[config.mk]
export PLATFORM = sky130hd
export DESIGN_NAME = delayed_periodic_timer
export DESIGN_NICKNAME = d
export VERILOG_FILES = /design/src/rtl/dpt_pkg.sv /design/src/rtl/dpt_cfg.sv /design/src/rtl/dpt_div.sv /design/src/rtl/delayed_periodic_timer.sv
export SDC_FILE = /design/constraint.sdc
export NUM_CORES = 1
export LEC_CHECK = 0
export ABC_AREA = 1
export BUFFER_PORTS_ARGS = -buffer_cell sky130_fd_sc_hd__buf_4
export CELL_PAD_IN_SITES_DETAIL_PLACEMENT = 1
export CELL_PAD_IN_SITES_GLOBAL_PLACEMENT = 1
export CORE_MARGIN = 5
export CORE_UTILIZATION = 41
export CTS_CLUSTER_SIZE = 20
export DETAILED_ROUTE_END_ITERATION = 8
export PLACE_DENSITY = 0.78
export SLEW_MARGIN = 15
export SYNTH_ARGS = -nofsm -noshare
export SYNTH_HDL_FRONTEND = slang
export SYNTH_HIERARCHICAL = 1
export SYNTH_SLANG_ARGS = --single-unit
export TNS_END_PERCENT = 1
[constraint.sdc]
create_clock -name clk -period 5.55 [get_ports clk]
set_input_delay 0.555 -clock clk [delete_from_list [all_inputs] [get_ports clk]]
set_output_delay 0.555 -clock clk [all_outputs]
set_load 0.005 [all_outputs]
[src/rtl/dpt_pkg.sv]
// dpt_pkg: shared widths, codes and types for the delayed periodic timer.
// No dependencies; imported by every rtl/dpt_* module and the top level.
package dpt_pkg;

  localparam int TIME_WIDTH  = 32;  // elapsed/goal width, 8..64
  localparam int COUNT_WIDTH = 32;  // pending count width, 4..32

  localparam int DELAY_W  = 31;
  localparam int PERIOD_W = 31;
  localparam int DELTA_W  = 16;
  localparam int CFG_W    = 31;     // widest config register
  localparam int CFG_IDX_W = 2;
  localparam int OUT_W    = 32;     // fired / pending output field width

  localparam int IN_DATA_W  = 24;   // delta(16) + new_status(2), byte padded
  localparam int OUT_DATA_W = 72;   // 32 + 1 + 2 + 32 = 67, byte padded

  localparam int CNT_W = $clog2(TIME_WIDTH + 1);
  localparam int SUM_TW = ((TIME_WIDTH > DELTA_W) ? TIME_WIDTH : DELTA_W) + 1;
  localparam int GOAL_W = ((TIME_WIDTH > 32) ? TIME_WIDTH : 32) + 1;
  localparam int PEND_W = ((TIME_WIDTH > COUNT_WIDTH) ? TIME_WIDTH : COUNT_WIDTH) + 1;

  localparam logic [TIME_WIDTH-1:0]  TIME_MAX  = {TIME_WIDTH{1'b1}};
  localparam logic [COUNT_WIDTH-1:0] COUNT_MAX = {COUNT_WIDTH{1'b1}};

  typedef enum logic [2:0] {
    ACT_TICK        = 3'd0,
    ACT_SERVICE_ALL = 3'd1,
    ACT_SERVICE_ONE = 3'd2,
    ACT_SET_STATUS  = 3'd3,
    ACT_ABORT       = 3'd4,
    ACT_RESTART     = 3'd5
  } action_t;

  typedef enum logic [1:0] {
    ST_PLAY    = 2'd0,
    ST_PAUSED  = 2'd1,
    ST_ABORTED = 2'd2
  } status_t;

  typedef enum logic [CFG_IDX_W-1:0] {
    REG_FIRST_DELAY = 2'd0,
    REG_PERIOD      = 2'd1,
    REG_LOOPED      = 2'd2
  } cfg_reg_t;

  typedef enum logic [2:0] {
    S_IDLE = 3'b001,
    S_DIV  = 3'b010,
    S_DONE = 3'b100
  } seq_state_t;

endpackage

[src/rtl/dpt_cfg.sv]
// dpt_cfg: configuration registers and the derived start goal / period.
// Depends on dpt_pkg.
module dpt_cfg (
  input  logic                              clk,
  input  logic                              rst,
  input  logic                              cfg_we,
  input  logic [dpt_pkg::CFG_IDX_W-1:0]     cfg_index,
  input  logic [dpt_pkg::CFG_W-1:0]         cfg_data,
  output logic                              looped,
  output logic [dpt_pkg::TIME_WIDTH-1:0]    start_goal,
  output logic [dpt_pkg::TIME_WIDTH-1:0]    eff_period
);
  import dpt_pkg::*;

  logic [DELAY_W-1:0]  first_delay;
  logic [PERIOD_W-1:0] period;
  logic [PERIOD_W-1:0] per1;
  logic [GOAL_W-1:0]   goal_sum;
  logic [GOAL_W-1:0]   per_ext;

  always_ff @(posedge clk) begin
    if (rst) begin
      first_delay <= '0;
      period      <= PERIOD_W'(1);
      looped      <= 1'b0;
    end else if (cfg_we) begin
      unique case (cfg_reg_t'(cfg_index))
        REG_FIRST_DELAY: first_delay <= cfg_data[DELAY_W-1:0];
        REG_PERIOD:      period      <= cfg_data[PERIOD_W-1:0];
        REG_LOOPED:      looped      <= cfg_data[0];
        default: ;
      endcase
    end
  end

  // zero period acts as one; both values clamp to the time range
  assign per1     = (period == '0) ? PERIOD_W'(1) : period;
  assign per_ext  = GOAL_W'(per1);
  assign goal_sum = GOAL_W'(first_delay) + per_ext;

  assign start_goal = (goal_sum > GOAL_W'(TIME_MAX)) ? TIME_MAX : goal_sum[TIME_WIDTH-1:0];
  assign eff_period = (per_ext > GOAL_W'(TIME_MAX)) ? TIME_MAX : per_ext[TIME_WIDTH-1:0];

endmodule

[src/rtl/dpt_div.sv]
// dpt_div: restoring divider, one quotient bit per cycle.
// Depends on dpt_pkg.
module dpt_div (
  input  logic                           clk,
  input  logic                           rst,
  input  logic                           start,
  input  logic [dpt_pkg::TIME_WIDTH-1:0] dividend,
  input  logic [dpt_pkg::TIME_WIDTH-1:0] divisor,
  output logic                           busy,
  output logic                           done,
  output logic [dpt_pkg::TIME_WIDTH-1:0] quotient,
  output logic [dpt_pkg::TIME_WIDTH-1:0] remainder
);
  import dpt_pkg::*;

  logic [TIME_WIDTH-1:0] dvs;
  logic [CNT_W-1:0]      cnt;
  logic [TIME_WIDTH:0]   trial;
  logic                  fits;

  assign trial = {remainder, quotient[TIME_WIDTH-1]};
  assign fits  = trial >= {1'b0, dvs};

  always_ff @(posedge clk) begin
    if (rst) begin
      busy <= 1'b0;
      done <= 1'b0;
      cnt  <= '0;
    end else begin
      done <= 1'b0;
      if (start) begin
        busy <= 1'b1;
        cnt  <= CNT_W'(TIME_WIDTH);
      end else if (busy) begin
        cnt <= cnt - CNT_W'(1);
        if (cnt == CNT_W'(1)) begin
          busy <= 1'b0;
          done <= 1'b1;
        end
      end
    end
  end

  // datapath, no reset needed
  always_ff @(posedge clk) begin
    if (start) begin
      quotient  <= dividend;
      remainder <= '0;
      dvs       <= divisor;
    end else if (busy) begin
      quotient <= {quotient[TIME_WIDTH-2:0], fits};
      if (fits) begin
        remainder <= TIME_WIDTH'(trial - {1'b0, dvs});
      end else begin
        remainder <= trial[TIME_WIDTH-1:0];
      end
    end
  end

endmodule

[src/rtl/delayed_periodic_timer.sv]
// delayed_periodic_timer: top level, sequencer, timer state and stream ports.
// Depends on dpt_pkg, dpt_cfg and dpt_div.
//
// Periodic timer with a first delay, counting whole ticks. Each input word
// carries an action (s_tuser) and its operands (s_tdata); each one yields
// exactly one result word with the fired count, ready flag, status and
// pending count as they stand after the action. Words are taken one at a
// time: an action that does not expire the timer passes the accept step,
// then the result stage; a tick that reaches the goal passes the accept
// step, the division state, in which the restoring divider makes the
// elapsed / goal split, a step that folds quotient and remainder into
// the timer state, and the result stage. A finished result sits in the
// output register, so the next word can be accepted while it waits to be
// taken. Configuration writes take effect on the goal only at restart and
// expiry; reset sets the goal to 1.
module delayed_periodic_timer (
  input  logic                              clk,
  input  logic                              rst,
  // config write port
  input  logic                              cfg_we,
  input  logic [dpt_pkg::CFG_IDX_W-1:0]     cfg_index,
  input  logic [dpt_pkg::CFG_W-1:0]         cfg_data,
  // input stream
  input  logic                              s_tvalid,
  output logic                              s_tready,
  input  logic [dpt_pkg::IN_DATA_W-1:0]     s_tdata,   // delta_ticks[15:0], new_status[17:16]
  input  logic [2:0]                        s_tuser,   // action[2:0]
  // result stream
  output logic                              m_tvalid,
  input  logic                              m_tready,
  output logic [dpt_pkg::OUT_DATA_W-1:0]    m_tdata    // fired[31:0], ready_res[32],
                                                       // status[34:33], pending[66:35]
);
  import dpt_pkg::*;

  // config
  logic                  looped;
  logic [TIME_WIDTH-1:0] start_goal;
  logic [TIME_WIDTH-1:0] eff_period;

  // timer state
  seq_state_t             state;
  logic [TIME_WIDTH-1:0]  elapsed;
  logic [TIME_WIDTH-1:0]  goal;
  logic [COUNT_WIDTH-1:0] pending_count;
  status_t                run_status;
  logic                   armed;
  logic [OUT_W-1:0]       fired;

  // divider
  logic                  div_start;
  logic                  div_busy;
  logic                  div_done;
  logic [TIME_WIDTH-1:0] div_q;
  logic [TIME_WIDTH-1:0] div_r;

  // decoded input word
  action_t              action;
  logic [DELTA_W-1:0]   delta_ticks;
  logic [1:0]           new_status;
  logic                 accept;

  logic [SUM_TW-1:0]     tick_sum;
  logic [TIME_WIDTH-1:0] elapsed_sat;
  logic [TIME_WIDTH-1:0] goal_nz;
  logic                  expire;
  logic [PEND_W-1:0]     pend_sum;
  logic                  out_free;
  logic                  out_load;
  logic                  ready_res;
  logic [OUT_W-1:0]      svc_fired;

  dpt_cfg u_cfg (
    .clk        (clk),
    .rst        (rst),
    .cfg_we     (cfg_we),
    .cfg_index  (cfg_index),
    .cfg_data   (cfg_data),
    .looped     (looped),
    .start_goal (start_goal),
    .eff_period (eff_period)
  );

  dpt_div u_div (
    .clk       (clk),
    .rst       (rst),
    .start     (div_start),
    .dividend  (elapsed_sat),
    .divisor   (goal_nz),
    .busy      (div_busy),
    .done      (div_done),
    .quotient  (div_q),
    .remainder (div_r)
  );

  assign action      = action_t'(s_tuser);
  assign delta_ticks = s_tdata[DELTA_W-1:0];
  assign new_status  = s_tdata[DELTA_W+1:DELTA_W];

  assign s_tready = (state == S_IDLE);
  assign accept   = s_tvalid && s_tready;
  assign out_free = !m_tvalid || m_tready;
  assign out_load = (state == S_DONE) && out_free;

  // tick arithmetic: saturating add, then compare against the goal
  assign tick_sum    = SUM_TW'(elapsed) + SUM_TW'(delta_ticks);
  assign elapsed_sat = (tick_sum > SUM_TW'(TIME_MAX)) ? TIME_MAX
                                                      : tick_sum[TIME_WIDTH-1:0];
  assign goal_nz     = (goal == '0) ? TIME_WIDTH'(1) : goal;
  assign expire      = elapsed_sat >= goal_nz;
  assign div_start   = accept && (action == ACT_TICK) && (run_status == ST_PLAY) && expire;

  // saturating add of the quotient into the pending count
  assign pend_sum = PEND_W'(div_q) + PEND_W'(pending_count);

  assign ready_res = (run_status == ST_PLAY) && armed && (pending_count != '0);

  // events fired by a service word: one-shot and service-once fire one,
  // looped service-all fires the whole pending count
  always_comb begin
    svc_fired = '0;
    if ((action == ACT_SERVICE_ALL || action == ACT_SERVICE_ONE) &&
        run_status == ST_PLAY && armed) begin
      if (!looped || action == ACT_SERVICE_ONE) begin
        svc_fired = OUT_W'(1);
      end else begin
        svc_fired = OUT_W'(pending_count);
      end
    end
  end

  always_ff @(posedge clk) begin
    if (rst) begin
      state         <= S_IDLE;
      elapsed       <= '0;
      goal          <= TIME_WIDTH'(1);   // first_delay 0 + period 1
      pending_count <= '0;
      run_status    <= ST_PLAY;
      armed         <= 1'b1;
      fired         <= '0;
      m_tvalid      <= 1'b0;
    end else begin
      if (out_load) begin
        m_tvalid <= 1'b1;
      end else if (m_tready) begin
        m_tvalid <= 1'b0;
      end
      unique case (state)
        S_IDLE: begin
          if (accept) begin
            fired <= svc_fired;
            state <= div_start ? S_DIV : S_DONE;
            case (action)
              ACT_TICK: begin
                if (run_status == ST_PLAY && !expire) begin
                  elapsed <= elapsed_sat;
                end
              end
              ACT_SERVICE_ALL, ACT_SERVICE_ONE: begin
                if (run_status == ST_PLAY && armed) begin
                  pending_count <= '0;
                  if (!looped) begin
                    // one-shot: fire once, then abort
                    armed      <= 1'b0;
                    run_status <= ST_ABORTED;
                  end
                end
              end
              ACT_SET_STATUS: begin
                // unknown status code leaves the status alone
                if (new_status <= ST_ABORTED) begin
                  run_status <= status_t'(new_status);
                end
              end
              ACT_ABORT: begin
                armed         <= 1'b0;
                pending_count <= '0;
                run_status    <= ST_ABORTED;
              end
              ACT_RESTART: begin
                run_status <= ST_PLAY;
                elapsed    <= '0;
                goal       <= start_goal;
                armed      <= 1'b1;
              end
              default: ;
            endcase
          end
        end
        S_DIV: begin
          if (div_done) begin
            elapsed <= div_r;
            goal    <= eff_period;
            if (pend_sum > PEND_W'(COUNT_MAX)) begin
              pending_count <= COUNT_MAX;
            end else begin
              pending_count <= pend_sum[COUNT_WIDTH-1:0];
            end
            state <= S_DONE;
          end
        end
        S_DONE: begin
          if (out_free) begin
            state <= S_IDLE;
          end
        end
        default: state <= S_IDLE;
      endcase
    end
  end

  // result register, loaded from state as it stands after the word
  always_ff @(posedge clk) begin
    if (out_load) begin
      m_tdata <= {5'b0, OUT_W'(pending_count), run_status, ready_res, fired};
    end
  end

  // no input is taken while the divider works
  a_no_accept_in_div: assert property (@(posedge clk) disable iff (rst)
    div_busy |-> !s_tready)
    else $error("input accepted while divider busy");

  // an abort word leaves the timer disarmed with nothing pending
  a_abort_clears: assert property (@(posedge clk) disable iff (rst)
    (accept && action == ACT_ABORT) |=> (!armed && pending_count == '0 &&
                                         run_status == ST_ABORTED))
    else $error("abort did not clear timer");

  // a result that reports ready must also report play status
  a_ready_implies_play: assert property (@(posedge clk) disable iff (rst)
    (m_tvalid && m_tdata[32]) |-> (m_tdata[34:33] == ST_PLAY))
    else $error("ready_res set without play status");

  // the divider only runs from the division state
  a_div_in_state: assert property (@(posedge clk) disable iff (rst)
    div_done |-> (state == S_DIV))
    else $error("divider finished outside division state");

endmodule

==> results.ini, run 1 <==
[synthesis]
ys_ff_latch=369
synth_ff_type=dfxtp_1
yosys-top-cells-count=nand2_1 (1,285), inv_1 (482), nor2_1 (367)
ys_warn_count=6
netlist_area_mm2=0.0245
syn_inst=3689
yosys.area.top_type_share=0.197
ys_seq_area_frac=0.355
synthTopCellsByArea=nand2_1 (20%), dfxtp_1 (19%), edfxtp_1 (16%)
ys_types=51
synth.avg_cell_area_um2=6.65
synth.most_common_cell=nand2_1
yosysTopAreaCell=nand2_1
async_flop_share=0
synth_edf_count=131

[sta]
drv_slew=0
tns_ns=0
clock.fmax_mhz=206
fin_skew_ns=0.0248
fin_crit_ns=4.85
timing.final.crit_share=0.873
setup_viol=0
hold_viol_final=0
rsz0062_at_grt=false
worst_pin_slew_ns=1.05
relSlewSlack=0.301

[worst_setup_path]
critical_path_class=reg -> reg
arrival_ns=5.11
worstReg2RegStart=elapsed[0]$_SDFFE_PP0P_
cp-end-kind=flop
startpoint=elapsed[0]$_SDFFE_PP0P_
path_max_fanout=32
required_ns=5.81
worst_setup_path_start_kind=flop

[place]
gp_congestion=0.939
place_area_mm2=0.0259
dp_hpwl_um=65400
place_inst=4451
port_buffers=127

[cells_and_area]
antenna_cells=0
post_route_cells_drive_above_1_share=0.0943
syn_to_final_growth_pct=11.3
finalInstanceArea_mm2=0.0273
final_cells=4528
nets=3936

[cts]
holdBufCountCts=0
cts.path.max_buffers=3
path_clk_slew_ns=0.06
cts_setup_buffers=0
numCtsBuffers=42
cts_root_buf=clkbuf_16
h-tree-depth=2
ctsResizeCount=0
clk_latency_ns=0.57
tritoncts=yes
clkSinkCount=369

[run_status]
status=finished, final reports clean

[drt]
drt_wl_total_um=82400
ant_nets=0
drt_first_iter_violations=1183
viasPerCell=5.16
num_vias=23356
drc_errors=0
wire_per_inst_um=18.2
dr.pass1.iters=5

[power]
power_density_mw_per_mm2=359
irDropWorstVdd_mv=0.202
leakagePower_nw=13.6

[flow_run]
cap_viol_max_count=0

[global_route]
grt_pass1_vias=23702
antenna_found_initial=1
grt_max_degree=73
grt-ovfl-total=0
grt_use_total=0.250
grt_first_pass_wirelength_um=129000

[die]
die_area_mm2=0.0648
io_pins=139
row_count=89
die_h_um=255
die_width_um=255
core-area_mm2=0.0591
initial_utilization=0.415

[hold_path]
hp-class=in -> reg
min_from=cfg_data[3]

==> kinds of logic after synthesis <==
kind of cell,count (synthesis),synth area share
DFF,369,0.355
buffers and inverters,679,0.109
and+or+nand+nor,2041,0.352
AOI/OAI and AO/OA,391,0.0859
adders and majority gates,149,0.0773
other,2,0.000306
xor gates and xnor gates,58,0.0207
==> area by class of cell <==
| cell class | count | area, um^2 |
|---|---|---|
| clock buffers | 59 | 1180 |
| clock inverters | 18 | 170 |
| fillers | 7794 | 31800 |
| inverters | 515 | 1930 |
| multi-input cells | 2645 | 13200 |
| flip-flops and latches | 369 | 8700 |
| well taps | 773 | 967 |
| repair buffers | 149 | 1170 |
==> registers in the layout, summed over array words and instances, names as in the netlist <==
signal / cells
u_cfg/first_delay: 31
u_cfg/looped: 1
fired: 32
u_div/quotient: 32
u_div/done: 1
elapsed: 32
m_tvalid: 1
state: 3
u_cfg/period: 31
pending_count: 32
armed: 1
u_div/dvs: 32
u_div/remainder: 32
m_tdata: 67
run_status: 2
u_div/busy: 1
u_div/cnt: 6
goal: 32
==> critical path, stage by stage, from the launching register on <==
cell and delay (ns):
dfxtp_1 0.35, ha_1 0.26, inv_1 0.08, fa_1 0.39, inv_1 0.10, nand3_1 0.08, nand3_1 0.16, nand2_1 0.09
nand2_2 0.09, nand3_1 0.09, nand2_1 0.10, nand2_1 0.38, nand2_2 0.30, ha_1 0.18, nand2_1 0.06, inv_1 0.07
nand3_1 0.12, nor3b_1 0.38, nand2_1 0.13, nand3_1 0.18, nand3_1 0.16, inv_2 0.17, clkinv_1 0.22, buf_12 0.23
nor2_1 0.12, a31oi_1 0.05
==> per-stage QoR <==
step                      hold slack (ns)  utilization  total power, mW  setup WS [ns]
final                               0.229        0.461             9.78          0.704
after global routing                0.228        0.461             10.4          0.281
after CTS                           0.207        0.461             9.84          0.697
after detailed placement            0.417        0.439             7.03          0.388
after global placement              0.412        0.439             6.93          0.494
after floorplan                     0.409            -             5.74          0.489
==> placed cells by master, fill, tap and decap left out, types with 12 or more instances in the layout <==
cell,n
ha_1,145
edfxtp_1,131
nand2_2,36
o21bai_1,12
clkbuf_1,12
nand3_2,28
dfxtp_1,238
xnor2_1,28
a31oi_1,35
nand4_1,30
a21oi_1,164
inv_1,479
nor4_1,25
o21ai_0,107
xor2_1,30
buf_4,145
nor3_1,18
inv_2,31
nor2_1,365
clkbuf_16,43
nand3_1,187
nand2_1,1285
nand3b_1,15
nor3_2,14
o21ai_1,50
==> routing by layer <==
metal | track usage | share of wire
met4 | 0.0870 | 0.038
met5 | 0 | 0
met3 | 0.0256 | 0.041
met2 | 0.448 | 0.49
met1 | 0.313 | 0.43
==> worst paths after layout <==
| path | cells past startpoint | endpoint | slack (ns) |
|---|---|---|---|
| setup / recovery | 25 | u_div/quotient[0]$_DFFE_PP_ | 0.70 |
| hold / removal | 3 | u_cfg/first_delay[3]$_SDFFE_PP0P_ | 0.23 |
| setup reg to reg | 25 | u_div/quotient[0]$_DFFE_PP_ | 0.70 |
| hold reg to reg | 0 | m_tdata[14]$_DFFE_PP_ | 0.43 |
==> report_power, final <==
part	switching [mW]	internal (mW)	leakage, nW
clock	1.15	1.62	0.667
sequential	0.285	3.08	3.15
combinational	2.48	1.16	9.81
total	3.92	5.87	13.6
(Power assumes the default switching activity.)
==> run 2, diff against run 1 <==
Settings changed: SLEW_MARGIN 15 to unset, SYNTH_HIERARCHICAL 1 to unset.
==> results.ini, run 2 <==
[sta]
rsz0062_at_grt=false  ; unchanged
relSlewSlack=0.259  ; was 0.301
tns_ns=0  ; unchanged
clock.fmax_mhz=220  ; was 206 MHz
hold_viol_final=0  ; unchanged
worst_pin_slew_ns=1.11  ; was 1.05 ns
fin_crit_ns=4.54  ; was 4.85 ns
timing.final.crit_share=0.818  ; was 0.873
finalWorstSetupSlack_ns=1.01  ; was 0.704 ns
fin_skew_ns=0.0318  ; was 0.0248 ns
drv_slew=0  ; unchanged
setup_viol=0  ; unchanged

[synthesis]
ys_seq_area_frac=0.368  ; was 0.355
synthTopCellsByArea=dfxtp_1 (20%), edfxtp_1 (17%), nand2_1 (16%)  ; was nand2_1 (20%), dfxtp_1 (19%), edfxtp_1 (16%)
synth_edf_count=131  ; unchanged
yosysTopAreaCell=dfxtp_1  ; was nand2_1
syn_inst=3470  ; was 3,689
synth.avg_cell_area_um2=6.81  ; was 6.65 um^2
ys_types=49  ; was 51
synth.most_common_cell=nand2_1  ; unchanged
async_flop_share=0  ; unchanged
ys_ff_latch=369  ; unchanged
ys_warn_count=0  ; was 6
netlist_area_mm2=0.0236  ; was 0.0245 mm^2
yosys.area.top_type_share=0.202  ; was 0.197
yosys-top-cells-count=nand2_1 (1,036), nor2_1 (412), inv_1 (368)  ; was nand2_1 (1,285), inv_1 (482), nor2_1 (367)
synth_ff_type=dfxtp_1  ; unchanged

[die]
initial_utilization=0.412  ; was 0.415
die_width_um=250  ; was 255 um
die_area_mm2=0.0625  ; was 0.0648 mm^2
core-area_mm2=0.0574  ; was 0.0591 mm^2
die_h_um=250  ; was 255 um
io_pins=139  ; unchanged
row_count=88  ; was 89

[cells_and_area]
largest_register_ffs=67  ; unchanged
final_common_cell=nand2_1  ; unchanged
syn_to_final_growth_pct=11.6  ; was 11.3%
layout_common_cells=nand2_1 (1,036), nor2_1 (411), inv_1 (368)  ; was nand2_1 (1,285), inv_1 (479), nor2_1 (365)
final_cells=4294  ; was 4,528
antenna_cells=0  ; unchanged
nFillCells=7412  ; was 7,794
post_route_cells_drive_above_1_share=0.0748  ; was 0.0943
nets=3711  ; was 3,936
regMostFlops=m_tdata  ; unchanged
finalInstanceArea_mm2=0.0264  ; was 0.0273 mm^2

[power]
p_clk_frac=0.298  ; was 0.283
power_density_mw_per_mm2=357  ; was 359 mW/mm^2
irDropWorstVdd_mv=0.264  ; was 0.202 mV
total_power_mw=9.40  ; was 9.78 mW
intPower_mw=5.76  ; was 5.87 mW
p_sw_frac=0.387  ; was 0.400
leakagePower_nw=12.5  ; was 13.6 nW
power_frac_seq=0.360  ; was 0.344
p_sw_mw=3.64  ; was 3.92 mW
combPwrFrac=0.342  ; was 0.372

[cts]
cts_root_buf=clkbuf_16  ; unchanged
holdBufCountCts=0  ; unchanged
clk_latency_ns=0.58  ; was 0.57 ns
h-tree-depth=2  ; unchanged
tritoncts=yes  ; unchanged
ctsResizeCount=0  ; unchanged
path_clk_slew_ns=0.06  ; about the same
clkSinkCount=369  ; unchanged
cts_setup_buffers=0  ; unchanged
cts.path.max_buffers=3  ; unchanged
numCtsBuffers=43  ; was 42

[worst_setup_path]
arrival_ns=4.94  ; was 5.11 ns
critical_path_class=reg -> reg  ; unchanged
required_ns=5.95  ; was 5.81 ns
path_max_fanout=47  ; was 32
worst_setup_path_start_kind=flop  ; unchanged
cp-end-kind=flop  ; unchanged

[drt]
viasPerCell=5.37  ; was 5.16
drt_wl_total_um=87000  ; was 82,400 um
drt_first_iter_violations=1254  ; was 1,183
num_vias=23060  ; was 23,356
wire_per_inst_um=20.3  ; was 18.2 um
drc_errors=0  ; unchanged
ant_nets=0  ; unchanged
dr.pass1.iters=5  ; unchanged

[place]
gp_congestion=0.930  ; was 0.939
post-place-ws_ns=0.660  ; was 0.388 ns
place_area_mm2=0.0250  ; was 0.0259 mm^2
port_buffers=127  ; unchanged
place_inst=4217  ; was 4,451
dp_hpwl_um=69200  ; was 65,400 um

[global_route]
grt_pass1_vias=24110  ; was 23,702
antenna_found_initial=1  ; unchanged
grt_first_pass_wirelength_um=135000  ; was 129,000 um
grt_use_total=0.269  ; was 0.250
grt-ovfl-total=0  ; unchanged
grt_max_degree=101  ; was 73

[hold_path]
hp-class=in -> reg  ; unchanged

[run_status]
status=finished, final reports clean  ; unchanged

[flow_run]
cap_viol_max_count=0  ; unchanged

## run 2: cell families (layout without fill, tap and decap cells)
logic type,count (synthesis),count (layout),share of synthesized area
DFF,369,369,0.368
xor gates and xnor gates,47,47,0.0174
buffers and inverters,548,603,0.0923
adders and majority gates,149,149,0.0802
and+or+nand+nor,1864,1864,0.330
other,1,5,0.000159
AOI/OAI and AO/OA,492,492,0.112
## run 2: cell type report
type / instances / area [um^2] / area share
multi-input cells: 2557 / 12800 / 0.485
flip-flops and latches: 369 / 8700 / 0.330
inverters: 376 / 1410 / 0.0536
clock buffers: 56 / 1180 / 0.0446
repair buffers: 150 / 1130 / 0.0427
well taps: 765 / 957 / 0.0363
clock inverters: 21 / 195 / 0.00740
## run 2: worst max-delay path: stages, from the launching register on
cell and delay (ns):
dfxtp_1 0.33, ha_1 0.22, inv_1 0.07, fa_1 0.39, inv_1 0.14, nand3_1 0.08
nand2_1 0.13, nand2_1 0.06, nand2_1 0.10, nand2_1 0.12, nand2_4 0.15, nand2_4 0.26
nand3_1 0.31, ha_1 0.17, nand2_1 0.05, nor2_1 0.17, nand4_1 0.16, nor2_1 0.20
nand4_1 0.16, nand3_1 0.17, nand2_4 0.07, inv_4 0.14, buf_4 0.42, nor2_1 0.10
a31oi_1 0.20
## run 2: per-layer routing
metal / track usage / part of all wire
met2: 0.498 / 0.51
met1: 0.314 / 0.41
met4: 0.109 / 0.045
met5: 0 / 0.00015
met3: 0.0330 / 0.038
## run 2: path summary, 6_finish.rpt
kind,startpoint,end,slack (ns),cells after the start
worst max-delay path,elapsed[0]$_SDFFE_PP0P_,u_div.quotient[7]$_DFFE_PP_,1.01,24
worst min register to register,fired[3]$_SDFFE_PP0P_,m_tdata[3]$_DFFE_PP_,0.43,0
worst min-delay path,cfg_data[11],u_cfg.first_delay[11]$_SDFFE_PP0P_,0.21,3
worst max register to register,elapsed[0]$_SDFFE_PP0P_,u_div.quotient[7]$_DFFE_PP_,1.01,24
## run 2: power by group through the flow
stage / Sequential (mW) / Clock [mW] / Combinational [mW]
floorplan: 3.30 / 0 / 2.21
global placement: 3.43 / 0 / 3.09
detailed placement: 3.44 / 0 / 3.20
CTS: 3.39 / 2.86 / 3.23
global route: 3.41 / 2.97 / 3.58
finish: 3.38 / 2.80 / 3.22
## run 2: metrics by stage
step | hold WS, ns | utilization
after CTS | 0.179 | 0.460
final | 0.207 | 0.460
after floorplan | 0.409 | -
after global routing | 0.203 | 0.460
after detailed placement | 0.418 | 0.436
after global placement | 0.412 | 0.436
==> run 3, diff against run 2 <==
Clock period 5.55 ns to 3.9 ns, I/O delays scaled along.
==> results.ini, run 3 (synthesis gave the netlist of run 2 again) <==
[run_status]
status=finished, violations left  ; was finished, final reports clean
violations=negative setup slack

[cts]
path_clk_slew_ns=0.07  ; was 0.06 ns
cts_root_buf=clkbuf_16  ; unchanged
clk_latency_ns=0.59  ; was 0.58 ns
numCtsBuffers=43  ; unchanged
cts.path.max_buffers=3  ; unchanged
clkSinkCount=369  ; unchanged
holdBufCountCts=0  ; unchanged
h-tree-depth=2  ; unchanged
tritoncts=yes  ; unchanged

[sta]
drv_slew=0  ; unchanged
clock.fmax_mhz=247  ; was 220 MHz
setup_viol=62  ; was 0
hold_viol_final=0  ; unchanged
fin_skew_ns=0.0267  ; was 0.0318 ns
finalWorstSetupSlack_ns=-0.155  ; was 1.01 ns
fin_crit_ns=4.06  ; was 4.54 ns
worst_pin_slew_ns=1.16  ; was 1.11 ns
rsz0062_at_grt=true  ; was false
timing.final.crit_share=1.04  ; was 0.818
relSlewSlack=0.224  ; was 0.259

[drt]
viasPerCell=5.41  ; was 5.37
dr.pass1.iters=5  ; unchanged
num_vias=24019  ; was 23,060
drt_wl_total_um=91100  ; was 87,000 um
wire_per_inst_um=20.5  ; was 20.3 um
ant_nets=0  ; unchanged
drt_first_iter_violations=1281  ; was 1,254
drc_errors=0  ; unchanged

[worst_setup_path]
cp_common_cell=nand2_2  ; was nand2_1
slowest_delay_ns=0.37  ; was 0.42 ns
worst_setup_path_start_kind=flop  ; unchanged
critical_path_class=reg -> reg  ; unchanged
critPathSlowestCell=fa_2  ; was buf_4
path_max_fanout=7  ; was 47
cp-end-kind=flop  ; unchanged
arrival_ns=4.40  ; was 4.94 ns
required_ns=4.24  ; was 5.95 ns

[die]
row_count=88  ; unchanged
die_width_um=250  ; unchanged
die_h_um=250  ; unchanged
core-area_mm2=0.0574  ; unchanged
die_area_mm2=0.0625  ; unchanged
io_pins=139  ; unchanged
initial_utilization=0.412  ; unchanged

[cells_and_area]
nets=3855  ; was 3,711
regMostFlops=m_tdata  ; unchanged
syn_to_final_growth_pct=19.6  ; was 11.6%
final_common_cell=nand2_1  ; unchanged
antenna_cells=0  ; unchanged
nFillCells=7368  ; was 7,412
post_route_cells_drive_above_1_share=0.135  ; was 0.0748
largest_register_ffs=67  ; unchanged
layout_common_cells=nand2_1 (1,002), nor2_1 (403), inv_1 (364)  ; was nand2_1 (1,036), nor2_1 (411), inv_1 (368)
finalInstanceArea_mm2=0.0283  ; was 0.0264 mm^2
final_cells=4440  ; was 4,294

[flow_run]
cap_viol_max_count=0  ; unchanged

[power]
irDropWorstVdd_mv=0.329  ; was 0.264 mV
power_density_mw_per_mm2=516  ; was 357 mW/mm^2
leakagePower_nw=13.4  ; was 12.5 nW

[global_route]
grt_first_pass_wirelength_um=138000  ; was 135,000 um
grt-ovfl-total=0  ; unchanged
grt_max_degree=90  ; was 101
antenna_found_initial=0  ; was 1
grt_use_total=0.275  ; was 0.269
grt_pass1_vias=24896  ; was 24,110

[place]
place_inst=4330  ; was 4,217
dp_hpwl_um=70200  ; was 69,200 um
place_area_mm2=0.0259  ; was 0.0250 mm^2
port_buffers=127  ; unchanged
gp_congestion=0.970  ; was 0.930

[hold_path]
hp-class=in -> reg  ; unchanged

[run 3: cell types whose count changed in the layout (fill, tap and decap cells not counted), sizes merged, moves of 2 or more]
cell and delta:
inv -2, nand2 +3, buf +136, clkbuf +6
[run 3: metal layers]
metal / GRT usage / vias up / part of all wire
li1: - / 11639 / -
met1: 0.311 / 11638 / 0.39
met2: 0.520 / 523 / 0.51
met3: 0.0275 / 219 / 0.034
met4: 0.125 / 0 / 0.057
met5: 0 / - / 0
[run 3: power by group]
part           internal [mW]  leakage, nW  switching [mW]
combinational           2.19         9.56            3.44
sequential              4.40         3.11           0.439
clock                   2.40        0.685            1.70
total                   8.99         13.4            5.58
[run 3: stage by stage]
stage | utilization | TNS, ns | worst slack [ns] | hold slack [ns] | total power, mW
finish | 0.493 | -5.32 | -0.155 | 0.0491 | 14.6
floorplan | - | 0 | 0.00158 | 0.409 | 7.86
global route | 0.493 | -24.17 | -0.264 | 0.0453 | 15.4
global placement | 0.452 | -21.32 | -0.283 | 0.413 | 9.78
detailed placement | 0.452 | -44.20 | -0.494 | 0.414 | 9.99
CTS | 0.480 | 0 | 0.000835 | 0.0259 | 14.2
[run 3: critical path, delay by kind of cell, from the launching register on]
| family | cells | cell delay (ns) |
|---|---|---|
| flip-flops | 1 | 0.36 |
| AO/OA/AOI/OAI | 1 | 0.14 |
| buffers and inverters | 6 | 0.97 |
| adder cells (fa/ha/maj) | 3 | 0.73 |
| AND/OR/NAND/NOR | 17 | 1.57 |
[run 3: path summary, 6_finish.rpt]
kind / cells past startpoint / start / slack [ns] / endpoint
worst min register to register: 0 / fired[5]$_SDFFE_PP0P_ / 0.43 / m_tdata[5]$_DFFE_PP_
worst max register to register: 27 / elapsed[0]$_SDFFE_PP0P_ / -0.16 / u_div.quotient[0]$_DFFE_PP_
worst max-delay path: 27 / elapsed[0]$_SDFFE_PP0P_ / -0.16 / u_div.quotient[0]$_DFFE_PP_
worst min-delay path: 3 / cfg_data[23] / 0.05 / u_cfg.first_delay[23]$_SDFFE_PP0P_
[run 3: area by class of cell]
type                            instances  area (um^2)  share of cell area
Timing Repair Buffer                  290         2380              0.0844
Inverter                              376         1430              0.0505
Tap cell                              765          957              0.0339
Clock buffer                           59         1180              0.0417
Multi-Input combinational cell       2561        13400               0.473
Clock inverter                         20          225             0.00797
Sequential cell                       369         8710               0.308
[run 3: timing repair]
item / in CTS / in global routing
gates resized for setup: 19 / 98
gates cloned: 3 / 7
buffers inserted: 7 / 14
pin swaps: 8 / 24
endpoints found under the setup margin: 131 / 168
